`src/sv/ihc_pkg.sv`:
```
package ihc_pkg;

    localparam int MAX_DATA_BYTES = 32;
    localparam int LINE_CHARS     = 100;
    localparam int LINE_DIGITS    = LINE_CHARS - 2;

    // most digits a line may carry
    localparam logic [7:0] DIGIT_LIMIT = (LINE_DIGITS > 255) ? 8'd255 : 8'(LINE_DIGITS);
    localparam logic [7:0] MAX_COUNT   = 8'(MAX_DATA_BYTES);
    localparam logic [7:0] MIN_DIGITS  = 8'd10;

    localparam logic [7:0] CHAR_COLON = 8'h3A;
    localparam logic [7:0] CHAR_LF    = 8'h0A;

    localparam logic [7:0] REC_DATA       = 8'h00;
    localparam logic [7:0] REC_EOF        = 8'h01;
    localparam logic [7:0] REC_EXT_LINEAR = 8'h04;

    localparam logic [31:0] LOWEST_RESET   = 32'hFFFF_FFFF;
    localparam logic [15:0] FIRST_DATA_RESET = 16'hFFFF;

    typedef enum logic [2:0] {
        ST_OK          = 3'd0,
        ST_NO_COLON    = 3'd1,
        ST_TOO_SHORT   = 3'd2,
        ST_COUNT_LARGE = 3'd3,
        ST_BAD_SUM     = 3'd4,
        ST_BAD_TYPE    = 3'd5
    } status_t;

    // record fields gathered so far
    typedef struct packed {
        logic [7:0]  digits;
        logic [7:0]  sum;
        logic [7:0]  count;
        logic [15:0] address;
        logic [7:0]  rtype;
        logic [15:0] first_data;
    } rec_t;

    typedef struct packed {
        logic clear;
        logic start;
        logic take;
    } asm_ctl_t;

    typedef struct packed {
        logic clear;
        logic no_colon;
        logic finish;
    } eval_ctl_t;

    typedef struct packed {
        logic        stopped;
        logic        file_valid;
        logic [31:0] max_addr;
        logic [31:0] min_addr;
        logic [7:0]  count;
        logic [31:0] address;
        logic [7:0]  rtype;
        status_t     status;
    } result_t;

endpackage

```
`src/sv/ihc_rec_eval.sv`:
```
// checks a finished record, keeps the file-wide offset and address range
module ihc_rec_eval #(
    parameter int MAX_DATA_BYTES = ihc_pkg::MAX_DATA_BYTES
) (
    input  logic               aclk,
    input  logic               aresetn,
    input  ihc_pkg::eval_ctl_t ctl,
    input  ihc_pkg::rec_t      rec,
    output ihc_pkg::result_t   res
);

    localparam logic [7:0] MAX_COUNT = 8'(MAX_DATA_BYTES);

    logic [15:0] offset_reg, offset_next, cur_offset;
    logic [31:0] lowest_reg, lowest_next, cur_lowest;
    logic [31:0] highest_reg, highest_next, cur_highest;
    logic        eof_reg, eof_next, cur_eof;

    logic [31:0] addr_cur;
    logic [31:0] end_addr;
    logic        too_short;
    logic        length_ok;
    ihc_pkg::status_t status;

    assign cur_offset  = ctl.clear ? 16'd0 : offset_reg;
    assign cur_lowest  = ctl.clear ? ihc_pkg::LOWEST_RESET : lowest_reg;
    assign cur_highest = ctl.clear ? 32'd0 : highest_reg;
    assign cur_eof     = ctl.clear ? 1'b0 : eof_reg;

    assign addr_cur  = {cur_offset, rec.address};
    assign end_addr  = addr_cur + {24'd0, rec.count};
    assign too_short = rec.digits < ihc_pkg::MIN_DIGITS;
    assign length_ok = {2'd0, rec.digits} == (10'(ihc_pkg::MIN_DIGITS) + {1'b0, rec.count, 1'b0});

    always_comb begin
        if (rec.count > MAX_COUNT) begin
            status = ihc_pkg::ST_COUNT_LARGE;
        end else if (!length_ok || rec.sum != 8'd0) begin
            status = ihc_pkg::ST_BAD_SUM;
        end else if (rec.rtype == ihc_pkg::REC_DATA || rec.rtype == ihc_pkg::REC_EOF ||
                     rec.rtype == ihc_pkg::REC_EXT_LINEAR) begin
            status = ihc_pkg::ST_OK;
        end else begin
            status = ihc_pkg::ST_BAD_TYPE;
        end
    end

    always_comb begin
        offset_next  = cur_offset;
        lowest_next  = cur_lowest;
        highest_next = cur_highest;
        eof_next     = cur_eof;
        if (ctl.finish && !too_short && status == ihc_pkg::ST_OK) begin
            case (rec.rtype)
                ihc_pkg::REC_DATA: begin
                    if (addr_cur < cur_lowest) lowest_next = addr_cur;
                    if (end_addr > cur_highest) highest_next = end_addr;
                end
                ihc_pkg::REC_EOF:        eof_next = 1'b1;
                ihc_pkg::REC_EXT_LINEAR: offset_next = rec.first_data;
                default: ;
            endcase
        end
    end

    always_comb begin
        res            = '0;
        res.min_addr   = lowest_next;
        res.max_addr   = highest_next;
        res.file_valid = eof_next;
        res.stopped    = 1'b1;
        if (ctl.no_colon) begin
            res.status = ihc_pkg::ST_NO_COLON;
        end else if (too_short) begin
            res.status = ihc_pkg::ST_TOO_SHORT;
        end else begin
            res.status  = status;
            res.rtype   = rec.rtype;
            res.count   = rec.count;
            res.address = {offset_next, rec.address};
            res.stopped = (status != ihc_pkg::ST_OK) || (rec.rtype == ihc_pkg::REC_EOF);
        end
    end

    always_ff @(posedge aclk) begin
        if (!aresetn) begin
            offset_reg  <= '0;
            lowest_reg  <= ihc_pkg::LOWEST_RESET;
            highest_reg <= '0;
            eof_reg     <= 1'b0;
        end else begin
            offset_reg  <= offset_next;
            lowest_reg  <= lowest_next;
            highest_reg <= highest_next;
            eof_reg     <= eof_next;
        end
    end

endmodule

```
`config.mk`:
```
export PLATFORM = sky130hd
export DESIGN_NAME = ihc_rec_eval
export DESIGN_NICKNAME = d
export VERILOG_FILES = /design/src/sv/ihc_pkg.sv /design/src/sv/ihc_rec_eval.sv
export SDC_FILE = /design/constraint.sdc
export NUM_CORES = 1
export LEC_CHECK = 0
export ABC_AREA = 0
export BUFFER_PORTS_ARGS = -buffer_cell sky130_fd_sc_hd__buf_4
export CORE_MARGIN = 4
export CORE_UTILIZATION = 55
export CTS_CLUSTER_DIAMETER = 120
export CTS_CLUSTER_SIZE = 16
export DETAILED_ROUTE_END_ITERATION = 12
export PLACE_DENSITY = 0.8
export SYNTH_ARGS = -nofsm -noshare
export SYNTH_HDL_FRONTEND = slang
export SYNTH_SLANG_ARGS = --single-unit
```
`constraint.sdc`:
```
create_clock -name aclk -period 7.1 [get_ports aclk]
set_input_delay 0.71 -clock aclk [delete_from_list [all_inputs] [get_ports aclk]]
set_output_delay 0.71 -clock aclk [all_outputs]
set_load 0.02 [all_outputs]
```
## Word-level counts from Yosys, hierarchy flattened

Cells that the tools add are included.

| cells by class | value |
|---|---|
| $add $sub $neg | 2 |
| magnitude comparators | 4 |
| equal/unequal tests | 3 |
| mux-type cells | 23 |
| reduce and logical (&&, ||, !) cells | 12 |

Operators with widths:

| cell | count |
|---|---|
| 32-bit two-way mux | 8 |
| 48-bit two-way mux | 2 |
| 16-bit two-way mux | 3 |
| 32-bit by 8-bit adder with 32-bit output | 1 |
| 32-bit > comparator | 1 |
| 32-bit less-than comparator | 1 |
| 3-bit two-way mux | 5 |
| 4-bit by 9-bit adder with 10-bit output, first input constant | 1 |
| 8-bit by 10-bit == test with 1-bit output | 1 |
| 8-bit by 1-bit == test with 1-bit output, second input constant | 1 |
| 8-bit by 3-bit == test with 1-bit output, second input constant | 1 |
| 8-bit by 6-bit > comparator with 1-bit output, second input constant | 1 |
| 8-bit zero test | 1 |
| 8-bit by 4-bit less-than comparator with 1-bit output, second input constant | 1 |
| 8-bit nonzero test | 1 |
| 1-bit two-way mux | 5 |
| 1-bit logical OR | 4 |
| 3-bit zero test | 1 |
| 3-bit nonzero test | 1 |
| 1-bit logical AND | 2 |
| 1-bit zero test | 2 |

| word-level totals | value |
|---|---|
| bits in registers | 81 |
| bits of input ports | 69 |
| output and inout bits | 117 |
| logic and storage cells | 48 |

## Logic depth before layout (Yosys ltp)

| logic depth | value |
|---|---|
| depth after elaboration | 11 |
| mapped depth | 18 |
| mapped depth without buffers | 16 |

## Worst setup path after synthesis

No wires, ideal clock.

| timing | value |
|---|---|
| kind | input-to-output |
| start | input rec[24] in the netlist's numbering |
| end | output res[104] in the netlist's numbering |
| arrival time | 5293 ps |
| required time | 6390 ps |
| path slack | 1097 ps |
| stages on the path | 16 |
| cell sequence | ha_1 -> fa_1 -> a211oi_1 -> o21ai_0 -> a2111oi_2 -> nor3_1 -> mux2_2 -> ha_1 -> nand4_1 -> nor4_1 -> o31ai_1 -> a31o_2 -> clkbuf_1 -> a21boi_2 -> buf_4 -> mux2i_1 |

RTL lines:

| element | line | text |
|---|---|---|
| start, declared | ihc_rec_eval.sv:8 | `input ihc_pkg::rec_t rec,` |
| end, declared | ihc_rec_eval.sv:9 | `output ihc_pkg::result_t res` |

==> impl_metrics.toml <==
[run_status]
outcome = "finished, final reports clean"

[clock_network]
cts_tree = "done"
cts.sink_count = 81
htree_levels = 3
clk_path_buf_depth = 2
ctsHoldBuffers = 0
clk-insertion-delay-late_ns = 0.35
cts_made_buffers = 9
clkTransAtPathRegs_ns = 0.07
clock-root-buffer = "clkbuf_16"

[placement]
gp_congestion = 0.924
dp.final_hpwl_microns = 17000
io_buffers = 185

[global_routing]
grt_use_total = 0.286
antenna_found_initial = 0
grt_pass1_wl_microns = 35400
grt_max_degree = 67
overflow = 0
grt_pass1_vias = 6937

[worst_setup_path]
slowest_stage = "a2111oi_0"
critPathArrivalTime_ns = 5.88
cpPeakStageDelay_ns = 0.88
critical_path_class = "in2out"
endpoint_kind = "output port"
crit_path_cell_trace = "buf_4 > ha_1 > fa_1 > a211oi_1 > o21ai_0 > a2111oi_2 > buf_4 > nor4_1 > xor2_1 > ha_1 > nand4_1 > nor4_1 > o31ai_1 > a31o_2 > a2111oi_0 > a21oi_1 > buf_4"
path_max_fanout = 21
cpMostUsedCell = "buf_4"
cp-start-kind = "input port"
crit_required_ns = 6.39

[power]
vdd_drop_max_uv = 103
p_leak_nw = 3.81
powerDensity_nw_per_um2 = 128

[final_layout]
antenna_cells = 0
final_util = 0.687
nets = 1256
regArea_sq_um = 1620
n_fill_cell = 1174
area_growth_pct = 22.7
multi_input_area_sq_um = 5320
drive_gt1_frac = 0.220
layout_common_cells = "buf_4 (200), nor2_1 (115), a21oi_1 (95), dfxtp_1 (81), ha_1 (73)"
final_common_cell = "buf_4"

[logic_synthesis]
ys_warn_count = 0
synth.area.mux_share = 0.0491
synthArstFlopShare = 0
synth_top_family_by_area = "simple AND/OR/NAND/NOR gates"
syn_avg_cell_area_sq_um = 7.55
syn-instance-count = 982
yosysSeqAreaShare = 0.219
synthAdderAreaFrac = 0.126
synthXorXnorAreaFrac = 0.0420
synth_top_area_cell = "dfxtp_1"
yosysUniqueCellTypes = 65
synth_edf_count = 0
synth_top_area_share = 0.219
syn_area_sq_um = 7420
synth-simple-area-share = 0.264
synth_nets = 1125
synth.area.top_cells = "dfxtp_1 (22%), ha_1 (12%), a21oi_1 (6.4%), nor2_1 (5.8%), a211oi_1 (4.1%)"
synth-seq-cells = 81
synth_compound_area_frac = 0.234
synthFlopType = "dfxtp_1"

[floorplanning]
ios = 186
die_x_microns = 124
die_h_microns = 124
start_util = 0.560
rows = 42
placeableCoreArea_sq_um = 13200
die-area_sq_um = 15400

[min_path]
hold_path_class = "reg2reg"

[detailed_routing]
initialDrtViolationCount = 616
vias_per_cell = 6.09
ant_nets = 0
post-route-drc-count = 0
dr.pass1.iters = 5
totalWireLength_microns = 22500
avgRoutedWirePerCell_microns = 17.4
num_vias = 7874

[timing]
fin_tns_setup_ns = 0
hold_viol_final = 0
rsz0062_at_grt = "no"
fin_crit_sh = 0.928
fin_crit_ns = 6.59
fin_skew_ns = 0.0103
max_slew.worst_pin.slew_ns = 1.13
max_freq_mhz = 152
slew_violations = 0
setup_viol_count_final = 0
max_slew_margin = 0.241

[run]
maxCapViolations = 0
timing repair:
action,in CTS,in global routing
setup buffers,0,0
gates resized for setup,0,1
endpoints found under the setup margin,0,1
path summary, 6_finish.rpt:
kind / startpoint / end / slack, ns / cells after the start
worst min-delay path: highest_reg[30] / highest_reg[30] / 0.51 / 2
worst max register to register: offset_reg[1] / highest_reg[21] / 2.27 / 15
worst max-delay path: rec[24] / res[111] / 0.51 / 17
worst min register to register: highest_reg[30] / highest_reg[30] / 0.51 / 2
worst max-delay path: cells and delay by family:
kind	cells	cell delay, ns
AOI/OAI and AO/OA	7	2.73
adders and majority gates	3	0.95
and+or+nand+nor	3	0.68
buffers and inverters	3	0.59
xor gates and xnor gates	1	0.19
final cells by class:
type / count / area share
timing repair buffer: 200 / 0.165
clock buffer: 10 / 0.0252
multi-input combinational: 782 / 0.584
sequential: 81 / 0.178
inverter: 39 / 0.0161
tap: 176 / 0.0242
clock inverter: 6 / 0.00729
stage by stage:
stage	total power (W)	std cells	hold WS, ns	setup WS (ns)	instance area (sq um)
floorplan	0.000603	982	0.475	1.10	7420
global placement	0.000693	1278	0.488	0.548	8800
detailed placement	0.000695	1278	0.497	0.417	8800
CTS	0.00116	1294	0.507	0.394	9090
global route	0.00120	1294	0.541	0.190	9100
finish	0.00116	1294	0.508	0.513	9100
synthesized netlist by cell type (2+ instances only):
cell type,count
a2111o_1,2
a2111oi_0,3
a2111oi_2,2
a2111oi_4,2
a211oi_1,41
a21o_1,9
a21oi_1,95
a221oi_1,2
a31oi_1,17
a41oi_1,15
and2_1,18
and3_1,4
and4_1,4
buf_1,3
buf_2,12
buf_4,3
buf_6,3
clkbuf_1,59
dfxtp_1,81
ha_1,73
inv_1,38
mux2_2,11
mux2i_1,24
nand2_1,57
nand2b_1,34
nand3_1,14
nand4_1,17
nand4b_1,3
nor2_1,115
nor2b_1,21
nor3_1,44
nor4_1,27
nor4b_1,3
o2111ai_1,9
o211ai_1,11
o21a_1,4
o21ai_0,24
o31a_1,2
o31ai_1,9
or2_2,4
or3_1,6
or4_1,2
or4_4,2
xnor2_1,24
xor2_1,9
where the power goes:
| part | internal [W] | total, W | switching, W |
|---|---|---|---|
| clock | 0.000273 | 0.000473 | 0.000200 |
| combinational | 0.0000944 | 0.000235 | 0.000141 |
| sequential | 0.000454 | 0.000454 | 0.00000000000000550 |
routing by layer:
metal,vias to the layer above,global-route usage,routed length (microns)
li1,3853,-,-
met1,3686,0.420,10300
met2,299,0.435,10100
met3,36,0.0436,1650
met4,0,0.0732,354
met5,-,0,0
cells by family after synthesis:
family / Yosys count
fa+ha+maj: 74
compound gates: 257
simple gates: 382
flops: 81
buf+inv: 119
mux: 35
xor+xnor: 34
(Power assumes the default switching activity.)
